File: config.mk
export PLATFORM = sky130hd
export DESIGN_NAME = dual_pedal_plausibility_check
export DESIGN_NICKNAME = d
export VERILOG_FILES = /design/src/sv/dpp_pkg.sv /design/src/sv/dual_pedal_plausibility_check.sv /design/src/sv/dpp_seq.sv /design/src/sv/dpp_datapath.sv
export SDC_FILE = /design/constraint.sdc
export NUM_CORES = 1
export LEC_CHECK = 0
export BUFFER_PORTS_ARGS = -buffer_cell sky130_fd_sc_hd__buf_4
export CORE_MARGIN = 2
export CORE_UTILIZATION = 60
export CTS_BUF_LIST = sky130_fd_sc_hd__clkbuf_8
export CTS_CLUSTER_SIZE = 30
export DETAILED_ROUTE_END_ITERATION = 10
export PLACE_DENSITY = 0.79
export SYNTH_ARGS = -nofsm -noshare
export SYNTH_HDL_FRONTEND = slang
export SYNTH_SLANG_ARGS = --single-unit
export TNS_END_PERCENT = 100
File: constraint.sdc
create_clock -name clk -period 13.4 [get_ports clk]
set_clock_uncertainty 0.15 [all_clocks]
set_input_delay 1.34 -clock clk [delete_from_list [all_inputs] [get_ports clk]]
set_output_delay 1.34 -clock clk [all_outputs]
set_load 0.02 [all_outputs]
File: src/sv/dpp_pkg.sv
package dpp_pkg;

	// field widths
	localparam int CODE_BITS  = 12;
	localparam int TRAVEL_W   = 16;
	localparam int COUNT_W    = 16;
	localparam int IN_DATA_W  = ((2 * CODE_BITS + 7) / 8) * 8;
	localparam int OUT_DATA_W = ((3 * TRAVEL_W + 7) / 8) * 8;
	localparam int OUT_USER_W = 3;

	// serial divider: one quotient bit per step
	localparam int DIV_STEPS = TRAVEL_W;
	localparam int ITER_W    = $clog2(DIV_STEPS);
	localparam logic [ITER_W-1:0] DIV_LAST = ITER_W'(DIV_STEPS - 1);

	// apb register map
	localparam int ADDR_W = 5;
	localparam logic [2:0] REG_FIRST_LOW   = 3'd0;
	localparam logic [2:0] REG_FIRST_HIGH  = 3'd1;
	localparam logic [2:0] REG_SECOND_LOW  = 3'd2;
	localparam logic [2:0] REG_SECOND_HIGH = 3'd3;
	localparam logic [2:0] REG_GAP_LIMIT   = 3'd4;
	localparam logic [2:0] REG_PERSIST     = 3'd5;
	localparam logic [2:0] REG_OVER_RANGE  = 3'd6;

	// register reset values
	localparam logic [CODE_BITS-1:0] RST_LOW        = CODE_BITS'(410);
	localparam logic [CODE_BITS-1:0] RST_HIGH       = CODE_BITS'(3277);
	localparam logic [TRAVEL_W-1:0]  RST_GAP_LIMIT  = TRAVEL_W'(6554);
	localparam logic [COUNT_W-1:0]   RST_PERSIST    = COUNT_W'(100);
	localparam logic [CODE_BITS-1:0] RST_OVER_RANGE = CODE_BITS'(3686);

	// micro-operations
	localparam logic [2:0] OP_NOP   = 3'd0;
	localparam logic [2:0] OP_LOAD  = 3'd1;
	localparam logic [2:0] OP_SETUP = 3'd2;
	localparam logic [2:0] OP_DIV   = 3'd3;
	localparam logic [2:0] OP_STORE = 3'd4;
	localparam logic [2:0] OP_CHECK = 3'd5;
	localparam logic [2:0] OP_EMIT  = 3'd6;

	// hold conditions: the step repeats while its condition is true
	localparam logic [1:0] W_NONE     = 2'd0;
	localparam logic [1:0] W_NO_IN    = 2'd1;
	localparam logic [1:0] W_DIV      = 2'd2;
	localparam logic [1:0] W_OUT_FULL = 2'd3;

	localparam int STEP_W = 4;

	typedef struct packed {
		logic [2:0] op;
		logic       sel;
		logic [1:0] waitc;
		logic       last;
	} ucode_t;

	typedef struct packed {
		logic [2:0] op;
		logic       sel;
		logic       go;
	} ctl_t;

	typedef struct packed {
		logic in_valid;
		logic div_more;
		logic out_full;
	} status_t;

	typedef struct packed {
		logic [CODE_BITS-1:0] first_low;
		logic [CODE_BITS-1:0] first_high;
		logic [CODE_BITS-1:0] second_low;
		logic [CODE_BITS-1:0] second_high;
		logic [TRAVEL_W-1:0]  gap_limit;
		logic [COUNT_W-1:0]   persist;
		logic [CODE_BITS-1:0] over_range;
	} cfg_t;

	// control store
	function automatic ucode_t dpp_rom(input logic [STEP_W-1:0] step);
		ucode_t uc;
		unique case (step)
			4'd0: uc = '{op: OP_LOAD,  sel: 1'b0, waitc: W_NO_IN,    last: 1'b0};
			4'd1: uc = '{op: OP_SETUP, sel: 1'b0, waitc: W_NONE,     last: 1'b0};
			4'd2: uc = '{op: OP_DIV,   sel: 1'b0, waitc: W_DIV,      last: 1'b0};
			4'd3: uc = '{op: OP_STORE, sel: 1'b0, waitc: W_NONE,     last: 1'b0};
			4'd4: uc = '{op: OP_SETUP, sel: 1'b1, waitc: W_NONE,     last: 1'b0};
			4'd5: uc = '{op: OP_DIV,   sel: 1'b1, waitc: W_DIV,      last: 1'b0};
			4'd6: uc = '{op: OP_STORE, sel: 1'b1, waitc: W_NONE,     last: 1'b0};
			4'd7: uc = '{op: OP_CHECK, sel: 1'b0, waitc: W_NONE,     last: 1'b0};
			4'd8: uc = '{op: OP_EMIT,  sel: 1'b0, waitc: W_OUT_FULL, last: 1'b1};
			default: uc = '{op: OP_NOP, sel: 1'b0, waitc: W_NONE, last: 1'b1};
		endcase
		return uc;
	endfunction

endpackage

File: src/sv/dual_pedal_plausibility_check.sv
// channel | dir | tdata (low bit up)                          | tuser (low bit up)
// s_axis  | in  | first_code[11:0], second_code[23:12]         | -
// m_axis  | out | avg_travel, first_travel, second_travel      | mismatch, range, motor_cut
// apb     | in  | 7 registers at byte addresses 0..24          | -
//
// an item takes one accept step, then two 16-step serial divides
// (one quotient bit per cycle) plus six further microcode steps
// the next item is taken while the finished word waits in the output register
// the last step stalls only while that register is still full
// reset restores the default calibration and clears the gap counter
module dual_pedal_plausibility_check (
	input  logic                               clk,
	input  logic                               arst_n,
	input  logic                               s_axis_tvalid,
	output logic                               s_axis_tready,
	input  logic [dpp_pkg::IN_DATA_W-1:0]      s_axis_tdata,  // first_code, second_code
	output logic                               m_axis_tvalid,
	input  logic                               m_axis_tready,
	output logic [dpp_pkg::OUT_DATA_W-1:0]     m_axis_tdata,  // pedal, first, second travel
	output logic [dpp_pkg::OUT_USER_W-1:0]     m_axis_tuser,  // mismatch, range, motor_cut
	input  logic                               psel,
	input  logic                               penable,
	input  logic                               pwrite,
	input  logic [dpp_pkg::ADDR_W-1:0]         paddr,
	input  logic [31:0]                        pwdata,
	output logic [31:0]                        prdata,
	output logic                               pready
);
	import dpp_pkg::*;

	cfg_t    cfg_q;
	ctl_t    ctl;
	status_t st;
	logic    wr_en;
	logic [2:0] reg_idx;

	assign pready  = 1'b1;
	assign reg_idx = paddr[ADDR_W-1:2];
	assign wr_en   = psel && penable && pwrite && pready;

	// configuration registers
	always_ff @(posedge clk or negedge arst_n) begin
		if (!arst_n) begin
			cfg_q.first_low   <= RST_LOW;
			cfg_q.first_high  <= RST_HIGH;
			cfg_q.second_low  <= RST_LOW;
			cfg_q.second_high <= RST_HIGH;
			cfg_q.gap_limit   <= RST_GAP_LIMIT;
			cfg_q.persist     <= RST_PERSIST;
			cfg_q.over_range  <= RST_OVER_RANGE;
		end else if (wr_en) begin
			unique case (reg_idx)
				REG_FIRST_LOW:   cfg_q.first_low   <= pwdata[CODE_BITS-1:0];
				REG_FIRST_HIGH:  cfg_q.first_high  <= pwdata[CODE_BITS-1:0];
				REG_SECOND_LOW:  cfg_q.second_low  <= pwdata[CODE_BITS-1:0];
				REG_SECOND_HIGH: cfg_q.second_high <= pwdata[CODE_BITS-1:0];
				REG_GAP_LIMIT:   cfg_q.gap_limit   <= pwdata[TRAVEL_W-1:0];
				REG_PERSIST:     cfg_q.persist     <= pwdata[COUNT_W-1:0];
				REG_OVER_RANGE:  cfg_q.over_range  <= pwdata[CODE_BITS-1:0];
				default: begin
				end
			endcase
		end
	end

	// register readback
	always_comb begin
		prdata = '0;
		if (paddr[1:0] == 2'b00) begin
			unique case (reg_idx)
				REG_FIRST_LOW:   prdata = 32'(cfg_q.first_low);
				REG_FIRST_HIGH:  prdata = 32'(cfg_q.first_high);
				REG_SECOND_LOW:  prdata = 32'(cfg_q.second_low);
				REG_SECOND_HIGH: prdata = 32'(cfg_q.second_high);
				REG_GAP_LIMIT:   prdata = 32'(cfg_q.gap_limit);
				REG_PERSIST:     prdata = 32'(cfg_q.persist);
				REG_OVER_RANGE:  prdata = 32'(cfg_q.over_range);
				default:         prdata = '0;
			endcase
		end
	end

	assign s_axis_tready = (ctl.op == OP_LOAD);

	dpp_seq u_seq (
		.clk    (clk),
		.arst_n (arst_n),
		.st     (st),
		.ctl    (ctl)
	);

	dpp_datapath u_dp (
		.clk       (clk),
		.arst_n    (arst_n),
		.ctl       (ctl),
		.cfg       (cfg_q),
		.in_first  (s_axis_tdata[CODE_BITS-1:0]),
		.in_second (s_axis_tdata[2*CODE_BITS-1:CODE_BITS]),
		.in_valid  (s_axis_tvalid),
		.out_ready (m_axis_tready),
		.st        (st),
		.out_valid (m_axis_tvalid),
		.out_data  (m_axis_tdata),
		.out_user  (m_axis_tuser)
	);

`ifndef NO_ASSERTIONS
	// an accepted word goes straight into the first setup step
	a_accept_setup: assert property (@(posedge clk) disable iff (!arst_n)
		(s_axis_tvalid && s_axis_tready) |=> (ctl.op == OP_SETUP && !ctl.sel))
		else $error("accept not followed by setup");
	// the divide loop ends in a store
	a_div_store: assert property (@(posedge clk) disable iff (!arst_n)
		(ctl.op == OP_DIV && !st.div_more) |=> (ctl.op == OP_STORE))
		else $error("divide loop did not end in store");
	// motor cut follows the two fault flags
	a_motor_cut: assert property (@(posedge clk) disable iff (!arst_n)
		m_axis_tvalid |-> (m_axis_tuser[2] == (m_axis_tuser[0] | m_axis_tuser[1])))
		else $error("motor cut inconsistent with faults");
`endif

endmodule

File: src/sv/dpp_seq.sv
module dpp_seq (
	input  logic             clk,
	input  logic             arst_n,
	input  dpp_pkg::status_t st,
	output dpp_pkg::ctl_t    ctl
);
	import dpp_pkg::*;

	logic [STEP_W-1:0] step_q;
	logic [STEP_W-1:0] step_next;
	ucode_t            uc;
	logic              hold;

	// fetch and condition decode
	always_comb begin
		uc = dpp_rom(step_q);
		unique case (uc.waitc)
			W_NONE:     hold = 1'b0;
			W_NO_IN:    hold = !st.in_valid;
			W_DIV:      hold = st.div_more;
			W_OUT_FULL: hold = st.out_full;
			default:    hold = 1'b0;
		endcase
		if (hold) begin
			step_next = step_q;
		end else if (uc.last) begin
			step_next = '0;
		end else begin
			step_next = step_q + STEP_W'(1);
		end
		ctl.op  = uc.op;
		ctl.sel = uc.sel;
		ctl.go  = !hold;
	end

	// step counter
	always_ff @(posedge clk or negedge arst_n) begin
		if (!arst_n) begin
			step_q <= '0;
		end else begin
			step_q <= step_next;
		end
	end

endmodule

File: src/sv/dpp_datapath.sv
module dpp_datapath (
	input  logic                                clk,
	input  logic                                arst_n,
	input  dpp_pkg::ctl_t                       ctl,
	input  dpp_pkg::cfg_t                       cfg,
	input  logic [dpp_pkg::CODE_BITS-1:0]       in_first,
	input  logic [dpp_pkg::CODE_BITS-1:0]       in_second,
	input  logic                                in_valid,
	input  logic                                out_ready,
	output dpp_pkg::status_t                    st,
	output logic                                out_valid,
	output logic [dpp_pkg::OUT_DATA_W-1:0]      out_data,
	output logic [dpp_pkg::OUT_USER_W-1:0]      out_user
);
	import dpp_pkg::*;

	// latched codes
	logic [CODE_BITS-1:0] c1_q, c2_q;
	// divider state
	logic [CODE_BITS-1:0] span_q, rem_q;
	logic [TRAVEL_W-1:0]  quo_q;
	logic [ITER_W-1:0]    iter_q;
	logic                 zero_q, full_q;
	// travels and check results
	logic [TRAVEL_W-1:0]  t1_q, t2_q;
	logic [COUNT_W-1:0]   count_q;
	logic                 mism_q, range_q;
	// output word
	logic                  out_valid_q;
	logic [OUT_DATA_W-1:0] out_data_q;
	logic [OUT_USER_W-1:0] out_user_q;

	logic [CODE_BITS-1:0] code, lo, hi, clamped, span, offset;
	logic                 degen;
	logic [CODE_BITS:0]   rem2;
	logic                 qbit;
	logic [TRAVEL_W-1:0]  travel, gap;
	logic                 exceed;
	logic [COUNT_W-1:0]   count_next;
	logic                 mism_next, range_next;
	logic [TRAVEL_W:0]    tsum;

	// operand select and clamp
	always_comb begin
		code    = ctl.sel ? c2_q : c1_q;
		lo      = ctl.sel ? cfg.second_low : cfg.first_low;
		hi      = ctl.sel ? cfg.second_high : cfg.first_high;
		degen   = (hi <= lo);
		clamped = (code < lo) ? lo : ((code > hi) ? hi : code);
		span    = hi - lo;
		offset  = clamped - lo;
	end

	// one restoring division step
	always_comb begin
		rem2 = {rem_q, 1'b0};
		qbit = (rem2 >= {1'b0, span_q});
	end

	// travel with special cases, gap compare, range check
	always_comb begin
		if (zero_q) begin
			travel = '0;
		end else if (full_q) begin
			travel = '1;
		end else begin
			travel = quo_q;
		end
		gap    = (t1_q > t2_q) ? (t1_q - t2_q) : (t2_q - t1_q);
		exceed = (gap > cfg.gap_limit);
		if (!exceed) begin
			count_next = '0;
		end else if (count_q == '1) begin
			count_next = count_q;
		end else begin
			count_next = count_q + COUNT_W'(1);
		end
		mism_next  = exceed && (count_next > cfg.persist);
		range_next = (c1_q == '0) || (c2_q == '0) ||
			(c1_q >= cfg.over_range) || (c2_q >= cfg.over_range);
		tsum = {1'b0, t1_q} + {1'b0, t2_q};
	end

	// micro-op execution
	always_ff @(posedge clk) begin
		unique case (ctl.op)
			OP_LOAD: begin
				if (ctl.go) begin
					c1_q <= in_first;
					c2_q <= in_second;
				end
			end
			OP_SETUP: begin
				span_q <= span;
				rem_q  <= offset;
				quo_q  <= '0;
				iter_q <= '0;
				zero_q <= degen;
				full_q <= !degen && (offset >= span);
			end
			OP_DIV: begin
				rem_q  <= qbit ? CODE_BITS'(rem2 - {1'b0, span_q}) : rem_q << 1;
				quo_q  <= {quo_q[TRAVEL_W-2:0], qbit};
				iter_q <= iter_q + ITER_W'(1);
			end
			OP_STORE: begin
				if (ctl.sel) begin
					t2_q <= travel;
				end else begin
					t1_q <= travel;
				end
			end
			OP_CHECK: begin
				mism_q  <= mism_next;
				range_q <= range_next;
			end
			default: begin
			end
		endcase
	end

	// gap counter
	always_ff @(posedge clk or negedge arst_n) begin
		if (!arst_n) begin
			count_q <= '0;
		end else if (ctl.op == OP_CHECK) begin
			count_q <= count_next;
		end
	end

	// output register
	always_ff @(posedge clk or negedge arst_n) begin
		if (!arst_n) begin
			out_valid_q <= 1'b0;
		end else if (ctl.op == OP_EMIT && ctl.go) begin
			out_valid_q <= 1'b1;
		end else if (out_ready) begin
			out_valid_q <= 1'b0;
		end
	end

	always_ff @(posedge clk) begin
		if (ctl.op == OP_EMIT && ctl.go) begin
			out_data_q <= OUT_DATA_W'({t2_q, t1_q, tsum[TRAVEL_W:1]});
			out_user_q <= {mism_q | range_q, range_q, mism_q};
		end
	end

	assign st.in_valid = in_valid;
	assign st.div_more = (iter_q != DIV_LAST);
	assign st.out_full = out_valid_q && !out_ready;
	assign out_valid   = out_valid_q;
	assign out_data    = out_data_q;
	assign out_user    = out_user_q;

`ifndef NO_ASSERTIONS
	// a raised mismatch comes only from a nonzero gap counter
	a_mism_count: assert property (@(posedge clk) disable iff (!arst_n)
		(ctl.op == OP_EMIT && ctl.go && mism_q) |-> (count_q != '0))
		else $error("mismatch flagged with empty gap counter");
	// a word is never loaded over one that is still waiting
	a_no_overwrite: assert property (@(posedge clk) disable iff (!arst_n)
		(out_valid_q && !out_ready) |-> !(ctl.op == OP_EMIT && ctl.go))
		else $error("output word overwritten");
	// clamped offset never exceeds the span on a sound calibration
	a_rem_bound: assert property (@(posedge clk) disable iff (!arst_n)
		(ctl.op == OP_DIV && !zero_q && !full_q) |-> (rem_q < span_q))
		else $error("divider remainder out of bound");
`endif

endmodule
[Word-level counts from Yosys, hierarchy flattened]
Memory sizes are Yosys's and may differ from the RTL's.
Cells that the tools add are included.
Word-level totals
  bits in read-only memories: 112
  register bits after elaboration: 268
  input port bits: 68
  memories: 1
  logic and storage cells: 114
Cells by class
  eq/ne operators: 17
  add/sub/neg operators: 9
  reductions and logical operators: 30
  $lt $le $gt $ge: 10
  multiplexer cells: 20
  bitwise logic cells: 3
Memory list
  (no name shown): depth 16, bits a word 7, read ports 1, clocked after Yosys merged registers in 0, wr ports 0, line dpp_pkg.sv:82  | unique case (step)
Operators by type and width (count)
  one-hot mux 16 bit (7 select lines): 1
  2-to-1 mux 16 bit: 6
  2-to-1 mux 12 bit: 6
  > comparator 16 bit: 3
  >= comparator 12 bit: 3
  subtractor 12 bit: 3
  one-hot mux 16 bit (2 select lines): 1
  subtractor 16 bit: 2
  logical NOT 12 bit: 2
  one-hot mux 12 bit (2 select lines): 1
  AND reduction 2 bit: 10
  equality test 3 bit (second input constant): 6
  adder 16 x 16 -> 17 bit: 1
  adder 16 x 1 -> 16 bit (second input constant): 1
  equality test 16 bit (second input constant): 1
  >= comparator 13 x 12 -> 1 bit: 1
  equality test 3 x 2 -> 1 bit (second input constant): 4
  > comparator 12 bit: 1
  less-or-equal comparator 12 bit: 1
  < comparator 12 bit: 1
  adder 4 x 1 -> 4 bit (second input constant): 2
  one-hot mux 4 bit (2 select lines): 1
  equality test 3 x 1 -> 1 bit (second input constant): 2
  logical AND 1 bit: 6
  other kinds (13): 23

[Longest topological paths before layout]
An unclocked memory read counts as a cell.
  depth in word-level cells: 8
  depth in mapped cells: 31

[Modules after synthesis]
A second synthesis with hierarchy kept.
Unflattened totals
  cells, all modules: 1699
  area, all modules: 18057.3 um^2
By module, submodules not included
  dpp_datapath: times used 1, cells an instance 1307, area each 13047.5 um^2
  dual_pedal_plausibility_check: times used 1, cells an instance 349, area each 4589.4 um^2
  dpp_seq: times used 1, cells an instance 43, area each 420.4 um^2

[Worst setup path after synthesis]
No wires, ideal clock.
  kind: flip-flop to flip-flop
  start point: reg u_seq.step_q[0]
  end point: reg u_dp.full_q (data pin)
  arrival: 5.836 ns
  setup time: 0.257 ns
  slack: 7.156 ns
  cell stages (with the launch flop): 29
  cells stage by stage: dfrtp_1 -> ha_1 -> inv_1 -> ha_1 -> nand2b_1 -> buf_2 -> buf_2 -> buf_2 -> mux2i_1 -> ha_1 -> a21oi_1 -> o211ai_1 -> o21ai_0 -> a21boi_0 -> a311oi_2 -> buf_2 -> a21oi_1 -> ha_1 -> nor2b_1 -> o31ai_1 -> a211oi_1 -> a2111oi_2 -> o21bai_1 -> a21oi_1 -> xnor2_1 -> ha_1 -> o211ai_1 -> a21o_1 -> a21oi_1
Between the ends
  word-level cells in the longest chain between the ends: 8
  elaborated cells on any way between the ends: 14
  those cells by class: add/sub: 2; order compare: 4; mux: 5; reduce/logical: 2; memory: 1
RTL lines
  from (decl): line dpp_seq.sv:9  | logic [STEP_W-1:0] step_q;
  from (signal assigned): line dpp_seq.sv:41  | step_q <= step_next;
  memory (16 x 7 bit) (*)
  2-to-1 mux 12 bit, on equally long branches: line dpp_datapath.sv:45, dpp_datapath.sv:47
  > comparator 12 bit: line dpp_datapath.sv:49  | clamped = (code < lo) ? lo : ((code > hi) ? hi : code);
  2-to-1 mux 12 bit (2 in series): line dpp_datapath.sv:49
  subtractor 12 bit: line dpp_datapath.sv:51  | offset = clamped - lo;
  >= comparator 12 bit: line dpp_datapath.sv:99  | full_q <= !degen && (offset >= span);
  logical AND 1 bit (*): line dpp_datapath.sv:99
  to (signal assigned): line dpp_datapath.sv:99
  to (decl): line dpp_datapath.sv:23  | logic zero_q, full_q;
Mark *: on every way between the ends. The rest lies on a longest branch, timed or not.
A chain may end at the register's enable or synchronous reset.

[Worst setup path in the final report]
  start point: reg u_seq.step_q[1]
  end point: reg u_dp.full_q (data pin)
The elaborated chain is that of the path after synthesis.

==> flow_metrics.tcl <==
set metrics [dict create \
    status "completed" \
    via_per_inst 5.88 \
    slew_headroom_pct 25.5 \
    cts_max_level 2 \
    netlist_area_sq_um 17800 \
    yosys_register_bits 268 \
    place_area_sq_um 18900 \
    syn_inst 1774 \
    hold_viol 0 \
    place.gp.congestion 0.932 \
    syn_area_per_cell_sq_um 10.0 \
    drive_gt1_share_pct 17.3 \
    die_h_um 176 \
    hpwl_um 31200 \
    port_buffers 120 \
    holdCritPathClass "reg2reg" \
    grt_max_degree 61 \
    ios 154 \
    drtPass1Iterations 6 \
    maxCapViolations 0 \
    core_region_area_sq_um 29400 \
    power.internal_uw 3130 \
    grt_pass1_vias 13248 \
    cp-endpoint "u_dp.full_q$_DFFE_PP_" \
    rrSetupSlack_ns 6.33 \
    grtUsageTotal_pct 27.1 \
    worst_ep_required_time_ns 13.54 \
    crit_path_max_fanout 40 \
    tightest_slew_ns 1.11 \
    cts_hold_buf 0 \
    p_sw_share_pct 45.0 \
    cts.repair.resized 0 \
    postRouteAntennaNets 0 \
    antenna_found_initial 0 \
    timing.final.ws_setup_ns 6.33 \
    synthFlopType "edfxtp_1" \
    clkSlewWorstSetupHoldPaths_ns 0.07 \
    period_share_pct 52.8 \
    reg2reg_from "u_seq.step_q[1]$_DFFE_PN0N_" \
    start_util_pct 60.5 \
    drtIter0Drc 1028 \
    clk_latency_ns 0.58 \
    cts_root_buf "clkbuf_8" \
    cp-end-kind "flip-flop" \
    slowest_delay_ns 0.60 \
    final.fill_count 2287 \
    drc 0 \
    grt_overflow_total 0 \
    r2r-end "u_dp.full_q$_DFFE_PP_" \
    ff2ff_path_depth 27 \
    grt_busiest_layer "met2" \
    synthArstFlopShare_pct 42.2 \
    power.leakage_uw 0.00884 \
    numClockSinks 268 \
    combPwrFrac_pct 60.6 \
    worstSetupStartpointType "flip-flop" \
    worstSetupStartpoint "u_seq.step_q[1]$_DFFE_PN0N_" \
    worst-setup-path-type "reg2reg" \
    power_uw 5690 \
    grt_first_pass_wirelength_um 67100 \
    cts_setup_buffers 0 \
    ys_seq_area_share_pct 42.4 \
    ys.warnings.count 0 \
    rsz0062_at_grt "no" \
    p_per_area_nw_per_um2 287 \
    core.rowCount 63 \
    ir_drop_mv 0.318 \
    num_antenna_cells 0 \
    preCtsSetupSlack_ns 6.42 \
    worst-endpoint-arrival_ns 7.21 \
    num_vias 13566 \
    worstHoldPathCells 0 \
    fin_nets 2136 \
    synthDistinctLibCells 77 \
    clkPwrFrac_pct 12.7 \
    switchingPower_uw 2560 \
    tns_ns 0 \
    cp_slowest_cell "mux2i_1" \
    clk_path_buf_depth 3 \
    totalWireLength_um 41700 \
    cts_tree "yes" \
    synth_edf_count 155 \
    die_x_um 176 \
    fin_crit_ns 7.07 \
    design_area_sq_um 19800 \
    grtUsageMet2_pct 45.0 \
    p_seq_share_pct 26.7 \
    areaGrowthSynthToFinish_pct 11.4 \
    grt_use_met3_pct 5.25 \
    wl_per_cell_um 18.1 \
    setup_viol 0 \
    fmax_ghz 0.141 \
    cts_buffers 45 \
    die_area_sq_um 31000 \
    cpMostUsedCell "ha_1" \
    drv_slew 0 \
    met1_usage_pct 35.8 \
]
[cell families (layout without fill, tap and decap cells)]
family | Yosys count | count (layout) | synth area share [%]
muxes | 137 | 137 | 8.33
adders and majority gates | 186 | 186 | 13.3
AOI/OAI and AO/OA | 409 | 409 | 14.5
other | 2 | 17 | 0.0422
DFF | 268 | 268 | 42.4
xor gates and xnor gates | 66 | 66 | 3.25
buffers and inverters | 239 | 368 | 5.74
and+or+nand+nor | 467 | 467 | 12.4
[final cells by class]
| class | count | area (sq um) | share of cell area (%) |
|---|---|---|---|
| Multi-Input combinational cell | 1282 | 9310 | 47.0 |
| Clock buffer | 51 | 702 | 3.54 |
| Tap cell | 390 | 488 | 2.46 |
| Clock inverter | 32 | 200 | 1.01 |
| Sequential cell | 268 | 7530 | 38.0 |
| Timing Repair Buffer | 135 | 1010 | 5.11 |
| Inverter | 150 | 563 | 2.84 |
[routing by layer]
metal  routed length [um]  vias to the layer above
li1                     -                     6549
met1                18000                     6525
met2                19900                      410
met3                 2620                       82
met4                 1090                        0
met5                    0                        -
[flip-flops by register name (all words and copies together) (netlist names), 3 cells and up]
name and cells:
cfg_q 92, u_dp.out_data 48, u_dp.count_q 16, u_dp.quo_q 16, u_dp.t1_q 16, u_dp.t2_q 16, u_dp.c1_q 12, u_dp.c2_q 12
u_dp.rem_q 12, u_dp.span_q 12, u_dp.iter_q 4, u_seq.step_q 4, u_dp.out_user 3
[stage by stage]
stage	util [%]	std cells	hold WS, ns
2_1_floorplan	-	1789	0.267
3_3_place_gp	64.3	2225	0.272
3_5_place_dp	64.3	2225	0.289
4_1_cts	67.4	2308	0.309
5_1_grt	67.4	2308	0.335
6_report	67.4	2308	0.303
[critical path, delay by kind of cell (launching register included)]
kind | cells | cell delay [ns]
buf+inv | 2 | 0.59
flops | 1 | 0.49
fa+ha+maj | 5 | 1.42
compound gates | 14 | 2.75
mux | 1 | 0.60
xor+xnor | 1 | 0.22
simple gates | 4 | 0.57
[Yosys cell counts, types with 23 or more instances]
| master | instances | area [sq um] |
|---|---|---|
| edfxtp_1 | 155 | 4650 |
| clkbuf_1 | 46 | 173 |
| mux2_2 | 68 | 766 |
| a21oi_1 | 109 | 546 |
| nor2_1 | 158 | 593 |
| inv_1 | 150 | 563 |
| a21o_1 | 23 | 173 |
| nand3_1 | 35 | 175 |
| dfstp_2 | 41 | 1080 |
| nand2b_1 | 23 | 144 |
| dfrtp_1 | 72 | 1800 |
| mux2i_1 | 67 | 671 |
| nor3_1 | 26 | 130 |
| o21ai_0 | 112 | 561 |
| xnor2_1 | 48 | 420 |
| nand2_1 | 111 | 417 |
| nor2b_1 | 23 | 144 |
| ha_1 | 180 | 2250 |
[layout by cell type (no fill, tap or decap), types with 19 or more instances in the layout]
cell type  netlist  routed
a31oi_1         19      19
dfrtp_1         72      72
clkbuf_8         0      51
a21oi_1        109     109
nand2_1        111     111
and2_1          20      20
o21a_1          21      21
ha_1           180     180
nor3_1          26      22
mux2_2          68      68
nor2_1         158     155
xnor2_1         48      48
mux2i_1         67      67
inv_1          150     170
nand2b_1        23      22
a21o_1          23      23
nor2b_1         23      23
buf_4           18     135
o21ai_0        112     112
dfstp_2         41      41
nand3_1         35      35
nand4_1         21      21
edfxtp_1       155     155
[power groups by stage]
stage | registers (uW) | clock network (uW) | logic, uW
final | 1520 | 722 | 3450
after global routing | 1550 | 771 | 3860
after CTS | 1520 | 734 | 3440
after detailed placement | 1530 | 0 | 3410
after global placement | 1520 | 0 | 3290
after floorplan | 1530 | 0 | 2540
[worst min-delay path by stage]
stage                                      start                         end  slack [ns]
final                     u_dp.range_q$_DFFE_PN_  u_dp.out_user[1]$_DFFE_PP_        0.30
after global placement    u_dp.range_q$_DFFE_PN_  u_dp.out_user[1]$_DFFE_PP_        0.27
after detailed placement  u_dp.range_q$_DFFE_PN_  u_dp.out_user[1]$_DFFE_PP_        0.29
after global routing      u_dp.range_q$_DFFE_PN_  u_dp.out_user[1]$_DFFE_PP_        0.34
after CTS                 u_dp.range_q$_DFFE_PN_  u_dp.out_user[1]$_DFFE_PP_        0.31
after floorplan            u_dp.mism_q$_DFFE_PN_  u_dp.out_user[0]$_DFFE_PP_        0.27
Note: power is estimated with default switching activity, not from simulation.
